--- src/rtl/ucs_pkg.sv ---
// ucs_pkg: shared types, codes and helpers of the UC send segmenter.
// Used by every module under rtl/; depends on nothing.
`timescale 1ns / 1ps

package ucs_pkg;

	// limits of the configuration registers
	localparam int MTU_MIN        = 256;
	localparam int MTU_MAX        = 10240;
	localparam int RING_DEPTH_MAX = 1024;
	localparam int QUEUE_DEPTH_DEF = 2;

	// header length in words for the two header formats
	localparam logic [3:0] HDR_WORDS_9B  = 4'd5;
	localparam logic [3:0] HDR_WORDS_16B = 4'd7;

	// configuration register indexes
	localparam logic [1:0] REG_PATH_MTU      = 2'd0;
	localparam logic [1:0] REG_HEADER_FORMAT = 2'd1;
	localparam logic [1:0] REG_RING_SIZE     = 2'd2;

	// result actions
	localparam logic [2:0] ACT_IDLE      = 3'd0;
	localparam logic [2:0] ACT_PACKET    = 3'd1;
	localparam logic [2:0] ACT_FLUSH     = 3'd2;
	localparam logic [2:0] ACT_LOCAL_OK  = 3'd3;
	localparam logic [2:0] ACT_LOCAL_ERR = 3'd4;
	localparam logic [2:0] ACT_WAIT_DMA  = 3'd5;

	// request kinds
	localparam logic [2:0] KIND_SEND      = 3'd0;
	localparam logic [2:0] KIND_SEND_IMM  = 3'd1;
	localparam logic [2:0] KIND_WRITE     = 3'd2;
	localparam logic [2:0] KIND_WRITE_IMM = 3'd3;
	localparam logic [2:0] KIND_REG_MR    = 3'd4;
	localparam logic [2:0] KIND_LOCAL_INV = 3'd5;

	// UC opcodes
	localparam logic [5:0] OPC_SEND_FIRST      = 6'h20;
	localparam logic [5:0] OPC_SEND_MIDDLE     = 6'h21;
	localparam logic [5:0] OPC_SEND_LAST       = 6'h22;
	localparam logic [5:0] OPC_SEND_LAST_IMM   = 6'h23;
	localparam logic [5:0] OPC_SEND_ONLY       = 6'h24;
	localparam logic [5:0] OPC_SEND_ONLY_IMM   = 6'h25;
	localparam logic [5:0] OPC_WRITE_FIRST     = 6'h26;
	localparam logic [5:0] OPC_WRITE_MIDDLE    = 6'h27;
	localparam logic [5:0] OPC_WRITE_LAST      = 6'h28;
	localparam logic [5:0] OPC_WRITE_LAST_IMM  = 6'h29;
	localparam logic [5:0] OPC_WRITE_ONLY      = 6'h2A;
	localparam logic [5:0] OPC_WRITE_ONLY_IMM  = 6'h2B;

	// one input beat, unpacked
	typedef struct packed {
		logic        can_send;
		logic        flushing;
		logic        can_start_next;
		logic [9:0]  head_index;
		logic [9:0]  last_index;
		logic        dma_pending;
		logic [2:0]  req_kind;
		logic [31:0] req_length;
		logic        req_solicited;
		logic        req_completion_only;
		logic [23:0] req_start_psn;
		logic        invalidate_failed;
	} in_item_t;

	// classified item as it waits in the queue
	typedef struct packed {
		logic        can_send;
		logic        can_start_next;
		logic [9:0]  head_index;
		logic [9:0]  last_index;
		logic [2:0]  req_kind;
		logic        req_solicited;
		logic [23:0] start_psn;
		logic        len_fits;
		logic [13:0] len_lo;
		logic [31:0] rem_after;
		logic [2:0]  flush_act;
		logic [2:0]  local_act;
	} q_entry_t;

	// one result beat
	typedef struct packed {
		logic [2:0]  action;
		logic [5:0]  packet_opcode;
		logic [13:0] payload_bytes;
		logic [3:0]  header_words;
		logic        solicited_bit;
		logic [23:0] packet_psn;
		logic        middle_packet;
		logic        has_reth;
	} result_t;

	function automatic logic [13:0] sat_mtu(input logic [13:0] mtu);
		logic [13:0] r;
		r = mtu;
		if (mtu < 14'(MTU_MIN))
			r = 14'(MTU_MIN);
		else if (mtu > 14'(MTU_MAX))
			r = 14'(MTU_MAX);
		return r;
	endfunction

	function automatic logic [10:0] clamp_ring(input logic [10:0] size);
		logic [10:0] r;
		r = size;
		if (size > 11'(RING_DEPTH_MAX))
			r = 11'(RING_DEPTH_MAX);
		return r;
	endfunction

endpackage

--- src/rtl/ucs_front.sv ---
// ucs_front: classifies an incoming request beat ahead of the queue.
// Precomputes everything that needs no sequencer state. Depends on ucs_pkg.
`timescale 1ns / 1ps

module ucs_front (
	input  ucs_pkg::in_item_t  item,
	input  logic [13:0]        mtu,
	output ucs_pkg::q_entry_t  entry
);
	import ucs_pkg::*;

	always_comb begin
		entry.can_send       = item.can_send;
		entry.can_start_next = item.can_start_next;
		entry.head_index     = item.head_index;
		entry.last_index     = item.last_index;
		entry.req_kind       = item.req_kind;
		entry.req_solicited  = item.req_solicited;
		entry.start_psn      = item.req_start_psn;
		// first packet of a new message: fits in one MTU or not
		entry.len_fits       = item.req_length <= {18'd0, mtu};
		entry.len_lo         = item.req_length[13:0];
		entry.rem_after      = item.req_length - {18'd0, mtu};

		if (!item.flushing || item.last_index == item.head_index)
			entry.flush_act = ACT_IDLE;
		else if (item.dma_pending)
			entry.flush_act = ACT_WAIT_DMA;
		else
			entry.flush_act = ACT_FLUSH;

		if (!item.req_completion_only && item.invalidate_failed)
			entry.local_act = ACT_LOCAL_ERR;
		else
			entry.local_act = ACT_LOCAL_OK;
	end

endmodule

--- src/rtl/ucs_queue.sv ---
// ucs_queue: short FIFO of classified items between front and back.
// Register-file storage, read at the head pointer. Depends on ucs_pkg.
`timescale 1ns / 1ps

module ucs_queue #(
	parameter int DEPTH = ucs_pkg::QUEUE_DEPTH_DEF
) (
	input  logic               clk,
	input  logic               arst_n,
	input  logic               wr_valid,
	output logic               wr_ready,
	input  ucs_pkg::q_entry_t  wr_data,
	output logic               rd_valid,
	input  logic               rd_ready,
	output ucs_pkg::q_entry_t  rd_data
);
	import ucs_pkg::*;

	localparam int PTR_W = $clog2(DEPTH);
	localparam int CNT_W = $clog2(DEPTH + 1);

	q_entry_t           mem_q [DEPTH];
	logic [PTR_W-1:0]   wr_ptr_q;
	logic [PTR_W-1:0]   rd_ptr_q;
	logic [CNT_W-1:0]   count_q;
	logic               push;
	logic               pop;

	assign wr_ready = count_q != CNT_W'(DEPTH);
	assign rd_valid = count_q != '0;
	assign push     = wr_valid && wr_ready;
	assign pop      = rd_valid && rd_ready;
	assign rd_data  = mem_q[rd_ptr_q];

	always_ff @(posedge clk) begin
		if (push)
			mem_q[wr_ptr_q] <= wr_data;
	end

	always_ff @(posedge clk or negedge arst_n) begin
		if (!arst_n) begin
			wr_ptr_q <= '0;
			rd_ptr_q <= '0;
			count_q  <= '0;
		end else begin
			if (push)
				wr_ptr_q <= (wr_ptr_q == PTR_W'(DEPTH - 1)) ? '0 : wr_ptr_q + 1'b1;
			if (pop)
				rd_ptr_q <= (rd_ptr_q == PTR_W'(DEPTH - 1)) ? '0 : rd_ptr_q + 1'b1;
			if (push && !pop)
				count_q <= count_q + 1'b1;
			else if (pop && !push)
				count_q <= count_q - 1'b1;
		end
	end

	a_count_bound: assert property (@(posedge clk) disable iff (!arst_n)
		count_q <= CNT_W'(DEPTH))
		else $error("queue count above depth");

	a_count_inc: assert property (@(posedge clk) disable iff (!arst_n)
		(push && !pop) |=> count_q == $past(count_q) + 1'b1)
		else $error("queue count missed a push");

	a_count_dec: assert property (@(posedge clk) disable iff (!arst_n)
		(pop && !push) |=> count_q == $past(count_q) - 1'b1)
		else $error("queue count missed a pop");

endmodule

--- src/rtl/ucs_back.sv ---
// ucs_back: segmentation sequencer and result register.
// Holds send phase, ring index, bytes left and next PSN. Depends on ucs_pkg.
`timescale 1ns / 1ps

module ucs_back (
	input  logic               clk,
	input  logic               arst_n,
	input  logic [13:0]        mtu,
	input  logic               header_format,
	input  logic [10:0]        ring_size,
	input  logic               entry_valid,
	output logic               entry_ready,
	input  ucs_pkg::q_entry_t  entry,
	output logic               res_valid,
	input  logic               res_ready,
	output ucs_pkg::result_t   res
);
	import ucs_pkg::*;

	localparam logic [2:0] PH_IDLE         = 3'd0;
	localparam logic [2:0] PH_SEND_FIRST   = 3'd1;
	localparam logic [2:0] PH_SEND_MIDDLE  = 3'd2;
	localparam logic [2:0] PH_WRITE_FIRST  = 3'd3;
	localparam logic [2:0] PH_WRITE_MIDDLE = 3'd4;

	logic [2:0]  phase_q, phase_d;
	logic [9:0]  cur_idx_q, cur_idx_d;
	logic [31:0] rem_q, rem_d;
	logic [23:0] psn_q, psn_d;
	result_t     res_q, res_d;
	logic        res_valid_q;

	logic        pop;
	logic [10:0] idx_inc;
	logic [9:0]  idx_next;
	logic        rem_gt;
	logic [31:0] rem_sub;
	logic [3:0]  hw_base;
	logic        is_send_kind;

	assign pop         = entry_valid && (!res_valid_q || res_ready);
	assign entry_ready = !res_valid_q || res_ready;
	assign res_valid   = res_valid_q;
	assign res         = res_q;

	assign idx_inc  = {1'b0, cur_idx_q} + 11'd1;
	assign idx_next = (idx_inc >= ring_size) ? '0 : idx_inc[9:0];
	assign rem_gt   = rem_q > {18'd0, mtu};
	assign rem_sub  = rem_q - {18'd0, mtu};
	assign hw_base  = header_format ? HDR_WORDS_16B : HDR_WORDS_9B;
	assign is_send_kind = entry.req_kind == KIND_SEND || entry.req_kind == KIND_SEND_IMM;

	always_comb begin
		phase_d   = phase_q;
		cur_idx_d = cur_idx_q;
		rem_d     = rem_q;
		psn_d     = psn_q;
		res_d     = '0;
		res_d.action = ACT_IDLE;

		if (!entry.can_send) begin
			res_d.action = entry.flush_act;
		end else if (phase_q == PH_SEND_FIRST || phase_q == PH_SEND_MIDDLE) begin
			res_d.action       = ACT_PACKET;
			res_d.packet_psn   = psn_q;
			res_d.header_words = hw_base;
			psn_d              = psn_q + 24'd1;
			if (rem_gt) begin
				res_d.payload_bytes = mtu;
				res_d.middle_packet = 1'b1;
				res_d.packet_opcode = OPC_SEND_MIDDLE;
				phase_d             = PH_SEND_MIDDLE;
				rem_d               = rem_sub;
			end else begin
				res_d.payload_bytes = rem_q[13:0];
				if (entry.req_kind == KIND_SEND) begin
					res_d.packet_opcode = OPC_SEND_LAST;
				end else begin
					res_d.packet_opcode = OPC_SEND_LAST_IMM;
					res_d.header_words  = hw_base + 4'd1;
				end
				res_d.solicited_bit = entry.req_solicited;
				phase_d             = PH_IDLE;
				cur_idx_d           = idx_next;
				rem_d               = '0;
			end
		end else if (phase_q == PH_WRITE_FIRST || phase_q == PH_WRITE_MIDDLE) begin
			res_d.action       = ACT_PACKET;
			res_d.packet_psn   = psn_q;
			res_d.header_words = hw_base;
			psn_d              = psn_q + 24'd1;
			if (rem_gt) begin
				res_d.payload_bytes = mtu;
				res_d.middle_packet = 1'b1;
				res_d.packet_opcode = OPC_WRITE_MIDDLE;
				phase_d             = PH_WRITE_MIDDLE;
				rem_d               = rem_sub;
			end else begin
				res_d.payload_bytes = rem_q[13:0];
				if (entry.req_kind == KIND_WRITE) begin
					res_d.packet_opcode = OPC_WRITE_LAST;
				end else begin
					res_d.packet_opcode = OPC_WRITE_LAST_IMM;
					res_d.header_words  = hw_base + 4'd1;
					res_d.solicited_bit = entry.req_solicited;
				end
				phase_d   = PH_IDLE;
				cur_idx_d = idx_next;
				rem_d     = '0;
			end
		end else begin
			// idle, and any unknown phase code acts as idle
			phase_d = PH_IDLE;
			if (entry.can_start_next && cur_idx_q != entry.head_index) begin
				if (entry.req_kind == KIND_REG_MR || entry.req_kind == KIND_LOCAL_INV) begin
					// local operations complete only when they are the oldest
					if (entry.last_index == cur_idx_q) begin
						cur_idx_d    = idx_next;
						res_d.action = entry.local_act;
					end
				end else if (entry.req_kind <= KIND_WRITE_IMM) begin
					res_d.action        = ACT_PACKET;
					res_d.packet_psn    = entry.start_psn;
					psn_d               = entry.start_psn + 24'd1;
					rem_d               = entry.len_fits ? '0 : entry.rem_after;
					res_d.payload_bytes = entry.len_fits ? entry.len_lo : mtu;
					res_d.header_words  = hw_base;
					if (is_send_kind) begin
						if (!entry.len_fits) begin
							res_d.packet_opcode = OPC_SEND_FIRST;
							phase_d             = PH_SEND_FIRST;
						end else begin
							if (entry.req_kind == KIND_SEND) begin
								res_d.packet_opcode = OPC_SEND_ONLY;
							end else begin
								res_d.packet_opcode = OPC_SEND_ONLY_IMM;
								res_d.header_words  = hw_base + 4'd1;
							end
							res_d.solicited_bit = entry.req_solicited;
							cur_idx_d           = idx_next;
						end
					end else begin
						res_d.has_reth     = 1'b1;
						res_d.header_words = hw_base + 4'd4;
						if (!entry.len_fits) begin
							res_d.packet_opcode = OPC_WRITE_FIRST;
							phase_d             = PH_WRITE_FIRST;
						end else begin
							if (entry.req_kind == KIND_WRITE) begin
								res_d.packet_opcode = OPC_WRITE_ONLY;
							end else begin
								res_d.packet_opcode = OPC_WRITE_ONLY_IMM;
								res_d.header_words  = hw_base + 4'd5;
								res_d.solicited_bit = entry.req_solicited;
							end
							cur_idx_d = idx_next;
						end
					end
				end
			end
		end
	end

	always_ff @(posedge clk or negedge arst_n) begin
		if (!arst_n) begin
			phase_q     <= PH_IDLE;
			cur_idx_q   <= '0;
			rem_q       <= '0;
			psn_q       <= '0;
			res_valid_q <= 1'b0;
		end else begin
			if (pop) begin
				phase_q     <= phase_d;
				cur_idx_q   <= cur_idx_d;
				rem_q       <= rem_d;
				psn_q       <= psn_d;
				res_valid_q <= 1'b1;
			end else if (res_ready) begin
				res_valid_q <= 1'b0;
			end
		end
	end

	always_ff @(posedge clk) begin
		if (pop)
			res_q <= res_d;
	end

	a_phase_legal: assert property (@(posedge clk) disable iff (!arst_n)
		phase_q <= PH_WRITE_MIDDLE)
		else $error("send phase out of range");

	a_non_packet_zero: assert property (@(posedge clk) disable iff (!arst_n)
		(res_valid_q && res_q.action != ACT_PACKET) |->
		(res_q.packet_opcode == '0 && res_q.payload_bytes == '0 && res_q.packet_psn == '0))
		else $error("descriptor fields set on a non-packet result");

	a_middle_phase: assert property (@(posedge clk) disable iff (!arst_n)
		(res_valid_q && res_q.middle_packet) |->
		(phase_q == PH_SEND_MIDDLE || phase_q == PH_WRITE_MIDDLE))
		else $error("middle packet left sequencer outside a middle phase");

endmodule

--- src/rtl/uc_send_segmenter_top.sv ---
// uc_send_segmenter_top: UC requester segmentation block, top level.
// Instantiates ucs_front, ucs_queue and ucs_back; depends on ucs_pkg.
//
// Each s_axis beat is one "make next request" event carrying the queue-pair
// flags, ring indices and the work request at the current ring index; the
// request kind rides on s_axis_tuser. Each beat yields exactly one m_axis
// beat: the action on m_axis_tuser and, for packets, the opcode, payload
// length, header words, solicited bit, PSN, middle flag and RETH flag.
// The cfg channel writes path_mtu (0), header_format (1) and ring_size (2);
// cfg_ready is always high and writes are meant for an idle block.
// A beat is stored in the queue, then in the result register. Throughput is
// one beat per cycle while m_axis_tready is high: the sequencer in ucs_back
// finishes an item per cycle with one 32-bit compare and subtract of the
// bytes still to send. A two-entry queue sits between classifier and
// sequencer; when m_axis_tready is low the result register holds, the queue
// fills, and s_axis_tready drops once both entries hold a beat. Reset clears
// the sequencer to idle, ring index, byte count and PSN to zero, and loads
// the register defaults.
`timescale 1ns / 1ps

module uc_send_segmenter_top #(
	parameter int QUEUE_DEPTH = ucs_pkg::QUEUE_DEPTH_DEF
) (
	input  logic        clk,
	input  logic        arst_n,
	// cfg_data: register value, low bits used by the narrower registers
	input  logic        cfg_valid,
	output logic        cfg_ready,
	input  logic [1:0]  cfg_index,
	input  logic [13:0] cfg_data,
	input  logic        s_axis_tvalid,
	output logic        s_axis_tready,
	// can_send, flushing, can_start_next, head_index[10], last_index[10],
	// dma_pending, req_length[32], req_solicited, req_completion_only,
	// req_start_psn[24], invalidate_failed, zero fill
	input  logic [87:0] s_axis_tdata,
	// req_kind[3]
	input  logic [2:0]  s_axis_tuser,
	output logic        m_axis_tvalid,
	input  logic        m_axis_tready,
	// packet_opcode[6], payload_bytes[14], header_words[4], solicited_bit,
	// packet_psn[24], middle_packet, has_reth, zero fill
	output logic [55:0] m_axis_tdata,
	// action[3]
	output logic [2:0]  m_axis_tuser
);
	import ucs_pkg::*;

	logic [13:0] mtu_q;
	logic        hdr_fmt_q;
	logic [10:0] ring_size_q;
	logic [13:0] eff_mtu;
	logic [10:0] eff_ring;

	in_item_t  item;
	q_entry_t  front_entry;
	q_entry_t  back_entry;
	logic      back_valid;
	logic      back_ready;
	result_t   res;

	assign cfg_ready = 1'b1;

	always_ff @(posedge clk or negedge arst_n) begin
		if (!arst_n) begin
			mtu_q       <= 14'd4096;
			hdr_fmt_q   <= 1'b0;
			ring_size_q <= 11'd256;
		end else if (cfg_valid && cfg_ready) begin
			case (cfg_index)
				REG_PATH_MTU:      mtu_q       <= cfg_data;
				REG_HEADER_FORMAT: hdr_fmt_q   <= cfg_data[0];
				REG_RING_SIZE:     ring_size_q <= cfg_data[10:0];
				default: ;
			endcase
		end
	end

	assign eff_mtu  = sat_mtu(mtu_q);
	assign eff_ring = clamp_ring(ring_size_q);

	assign item.can_send            = s_axis_tdata[0];
	assign item.flushing            = s_axis_tdata[1];
	assign item.can_start_next      = s_axis_tdata[2];
	assign item.head_index          = s_axis_tdata[12:3];
	assign item.last_index          = s_axis_tdata[22:13];
	assign item.dma_pending         = s_axis_tdata[23];
	assign item.req_kind            = s_axis_tuser;
	assign item.req_length          = s_axis_tdata[55:24];
	assign item.req_solicited       = s_axis_tdata[56];
	assign item.req_completion_only = s_axis_tdata[57];
	assign item.req_start_psn       = s_axis_tdata[81:58];
	assign item.invalidate_failed   = s_axis_tdata[82];

	ucs_front u_front (
		.item  (item),
		.mtu   (eff_mtu),
		.entry (front_entry)
	);

	ucs_queue #(
		.DEPTH (QUEUE_DEPTH)
	) u_queue (
		.clk      (clk),
		.arst_n   (arst_n),
		.wr_valid (s_axis_tvalid),
		.wr_ready (s_axis_tready),
		.wr_data  (front_entry),
		.rd_valid (back_valid),
		.rd_ready (back_ready),
		.rd_data  (back_entry)
	);

	ucs_back u_back (
		.clk           (clk),
		.arst_n        (arst_n),
		.mtu           (eff_mtu),
		.header_format (hdr_fmt_q),
		.ring_size     (eff_ring),
		.entry_valid   (back_valid),
		.entry_ready   (back_ready),
		.entry         (back_entry),
		.res_valid     (m_axis_tvalid),
		.res_ready     (m_axis_tready),
		.res           (res)
	);

	assign m_axis_tuser = res.action;
	assign m_axis_tdata = {5'd0, res.has_reth, res.middle_packet, res.packet_psn,
		res.solicited_bit, res.header_words, res.payload_bytes, res.packet_opcode};

endmodule
--- config.mk ---
export PLATFORM = sky130hd
export DESIGN_NAME = uc_send_segmenter_top
export DESIGN_NICKNAME = d
export VERILOG_FILES = /design/src/rtl/ucs_pkg.sv /design/src/rtl/ucs_front.sv /design/src/rtl/ucs_queue.sv /design/src/rtl/ucs_back.sv /design/src/rtl/uc_send_segmenter_top.sv
export SDC_FILE = /design/constraint.sdc
export NUM_CORES = 1
export LEC_CHECK = 0
export ABC_AREA = 0
export ABC_CLOCK_PERIOD_IN_PS = 10400
export BUFFER_PORTS_ARGS = -buffer_cell sky130_fd_sc_hd__buf_2
export CORE_UTILIZATION = 58
export DETAILED_ROUTE_END_ITERATION = 7
export HOLD_SLACK_MARGIN = 0.06
export PLACE_DENSITY = 0.78
export SYNTH_ARGS = -nofsm -noshare
export SYNTH_HDL_FRONTEND = slang
export SYNTH_SLANG_ARGS = --single-unit
--- constraint.sdc ---
create_clock -name clk -period 10.4 [get_ports clk]
set_input_delay 1.56 -clock clk [delete_from_list [all_inputs] [get_ports clk]]
set_output_delay 1.56 -clock clk [all_outputs]
set_load 0.01 [all_outputs]
==> impl_metrics.csv <==
group,metric,value,unit
logic_synthesis,synth_area_leader_cell,"edfxtp_1",
final_layout,layout-drive-gt1-share,17.3,%
timing,period_needed,5.33,ns
power,p_per_area,256,nW/µm²
logic_synthesis,ys_seq_elements,355,
timing,rsz0062_at_grt,"false",
setup_path,worst-path-max-fanout,28,
logic_synthesis,synth_top_cells_by_area,"edfxtp_1 42%, dfrtp_1 13%, mux2i_1 4.8%, ha_1 3.3%, a21oi_1 3.2%",
final_layout,finalNonFillerCells,2161,
timing,finalSetupViolCount,0,
final_layout,num-fill-cells,2292,
cts,cts_tree,"done",
timing,worst_slew_pin_slew,1.11,ns
route,drc,0,
timing,fmax,187,MHz
final_layout,final_common_cell,"edfxtp_1",
route,vias_per_cell,6.34,
route,wirelength,44.7,mm
floorplanning,die_h,180,µm
logic_synthesis,synthFlopType,"edfxtp_1",
cts,worst_skew_pair.late_latency,0.54,ns
logic_synthesis,syn_avg_cell_area,11.5,µm²
cts,cts_made_buffers,38,
setup_path,cp_data_required_time,10.67,ns
timing,hold_violations,0,
setup_path,cp-start-kind,"flip-flop",
setup_path,cp.arrival,5.61,ns
run,max_cap_viol_count,0,
final_layout,final_util,66.8,%
power,netSwitchingPower,0.00190,W
cts,hold_buffers,0,
grt,grtUsageTotal,27.8,%
route,firstDrtPassIters,5,
logic_synthesis,yosysSeqAreaShare,55.3,%
power,p_int,0.00338,W
timing,relSlewSlack,25.5,%
power,power,0.00528,W
hold_path,hp-class,"reg2reg",
power,p_clk_share,24.7,%
power,leakagePower,8.07,nW
timing,maxSlewViolCount,0,
final_layout,nNetsFinal,1897,
power,seqPwrFrac,41.1,%
cts,clockRootBuffer,"clkbuf_16",
grt,grt_max_degree,75,
timing,period_share,51.3,%
logic_synthesis,synth_area,18400,µm²
final_layout,area_growth,12.4,%
grt,grt_pass1_vias,13502,
logic_synthesis,synth_cell_types,82,
setup_path,critical_path_class,"reg2reg",
logic_synthesis,synth_top_area_share,41.7,%
hold_path,whs_path_depth,1,
floorplanning,die_area,32400,µm²
floorplanning,pin_count,174,
logic_synthesis,synthesis.yosys.warnings,0,
place,dp_cells,2090,
grt,grt_pass1_wl,71.2,mm
place,dp_hpwl,30.3,mm
final_layout,final_cell_mix,"255 x edfxtp_1, 160 x buf_2, 137 x nand2_1",
cts,ctsResizeCount,0,
route,drt_iter0_markers,1249,
cts,cts.sinks,355,
cts,postCtsSetupRepairBufs,0,
logic_synthesis,ys_async_sr_fraction,28.2,%
setup_path,r2r_cells,14,
logic_synthesis,syn_inst,1597,
logic_synthesis,synth_edf_count,255,
cts,clk_path_buf_depth,3,
place,io_buffers,161,
power,p_comb_share,34.2,%
final_layout,multi_input_area,7720,µm²
cts,htreeDepth,2,
route,post_drt_wl_per_cell,20.7,µm
floorplanning,initial_core_util,59.5,%
final_layout,final-seq-area,10200,µm²
floorplanning,rows,64,
place,gp_congestion,0.954,
power,irDropWorstVdd,0.176,mV
route,drt.antenna.violating_nets,0,
grt,antenna_found_initial,2,
floorplanning,coreArea,30900,µm²
timing,skew,0.0221,ns
floorplanning,die_x,180,µm
power,switching_share,36.0,%
route,via_count,13701,
cts,cts.clk_slew.worst_paths,0.06,ns
timing,tns,0,ns
setup_path,worst_setup_path_end_kind,"flip-flop",
grt,grt_overflow,0,
run_status,outcome,"completed",
metal layers:
metal	global-route usage [%]	up-vias	share of wire (%)
met5	0	-	0.027
met3	3.84	112	7.2
met2	47.2	617	49
li1	-	6291	-
met4	10.9	2	3.4
met1	36.4	6679	40
cell families after synthesis:
kind of cell               after synthesis  share of synthesized area [%]
buffers and inverters                  123                           3.06
other                                    2                         0.0409
xor gates and xnor gates               102                           4.86
and+or+nand+nor                        451                           12.3
muxes                                  131                           7.43
adders and majority gates               51                           3.55
AOI/OAI and AO/OA                      382                           13.4
DFF                                    355                           55.3
worst paths after layout:
| path | startpoint | slack [ns] | end |
|---|---|---|---|
| min | u_back.rem_q[18]$_DFFE_PN0P_ | 0.50 | u_back.rem_q[18]$_DFFE_PN0P_ |
| min reg2reg | u_back.rem_q[18]$_DFFE_PN0P_ | 0.50 | u_back.rem_q[18]$_DFFE_PN0P_ |
| max reg2reg | mtu_q[6]$_DFFE_PN0P_ | 5.07 | u_back.res[44]$_SDFFCE_PN0P_ |
| max | mtu_q[6]$_DFFE_PN0P_ | 5.07 | u_back.res[44]$_SDFFCE_PN0P_ |
| min in group asynchronous | arst_n | 0.95 | u_queue.wr_ptr_q$_DFFE_PN0P_ |
| max in group asynchronous | arst_n | 8.00 | u_queue.rd_ptr_q$_DFFE_PN0P_ |
final cells by class:
cell class | instances | area share, %
Antenna cell | 1 | 0.0121
Timing Repair Buffer | 179 | 4.57
Multi-Input combinational cell | 1124 | 37.4
Clock inverter | 18 | 0.739
Inverter | 36 | 0.654
Sequential cell | 355 | 49.2
Clock buffer | 52 | 5.00
Tap cell | 396 | 2.40
cell usage after synthesis (all sizes together), types with 4 or more instances:
cell / number
o22a: 4
o31ai: 4
o22ai: 17
a2111oi: 18
or2: 7
nand3b: 11
nand3: 51
mux2i: 88
buf: 39
xnor2: 64
ha: 49
a21boi: 5
and3: 23
a221oi: 4
mux2: 43
o21a: 13
nand4: 19
nor4: 13
and2: 5
inv: 34
or3: 21
a31oi: 15
o211ai: 13
nand2b: 10
a21oi: 120
xor2: 38
a211o: 4
o32a: 5
a22o: 5
or4: 6
o221ai: 17
o21ai: 81
nor3: 31
dfrtp: 98
a211oi: 14
nand2: 137
clkbuf: 48
nor2b: 25
a21o: 13
edfxtp: 255
nor2: 81
power groups by stage:
stage / Combinational, W / Clock (W) / Sequential, W
CTS: 0.00179 / 0.00132 / 0.00217
floorplan: 0.00129 / 0 / 0.00217
global route: 0.00197 / 0.00137 / 0.00220
finish: 0.00181 / 0.00130 / 0.00217
detailed placement: 0.00178 / 0 / 0.00219
global placement: 0.00174 / 0 / 0.00218
registers in the layout (all words and copies together) (netlist names):
register / count
u_queue.mem_q: 202
u_back.res: 53
u_back.rem_q: 32
u_back.psn_q: 24
mtu_q: 14
ring_size_q: 11
u_back.cur_idx_q: 10
u_back.phase_q: 3
u_queue.count_q: 2
hdr_fmt_q: 1
u_back.res_valid: 1
u_queue.rd_ptr_q: 1
u_queue.wr_ptr_q: 1
critical path, cell delays in order, from the launching register on:
cell	delay, ns
dfrtp_1	0.39
or4_1	0.55
o31a_1	0.30
o21ai_1	0.24
nor2b_1	0.51
nand2_1	0.31
ha_1	0.44
a211oi_1	0.38
a211oi_1	0.21
o21ai_0	0.41
a21o_1	0.36
buf_4	0.37
mux2_2	0.38
a22oi_1	0.15
nor2_1	0.06
stage by stage:
stage	hold slack (ns)	setup slack [ns]	area, µm²
floorplan	0.450	3.98	18400
global placement	0.467	5.35	19500
detailed placement	0.473	5.20	19500
CTS	0.491	5.16	20700
global route	0.513	4.71	20700
finish	0.499	5.07	20700
Power figures use the tool's default switching activity.
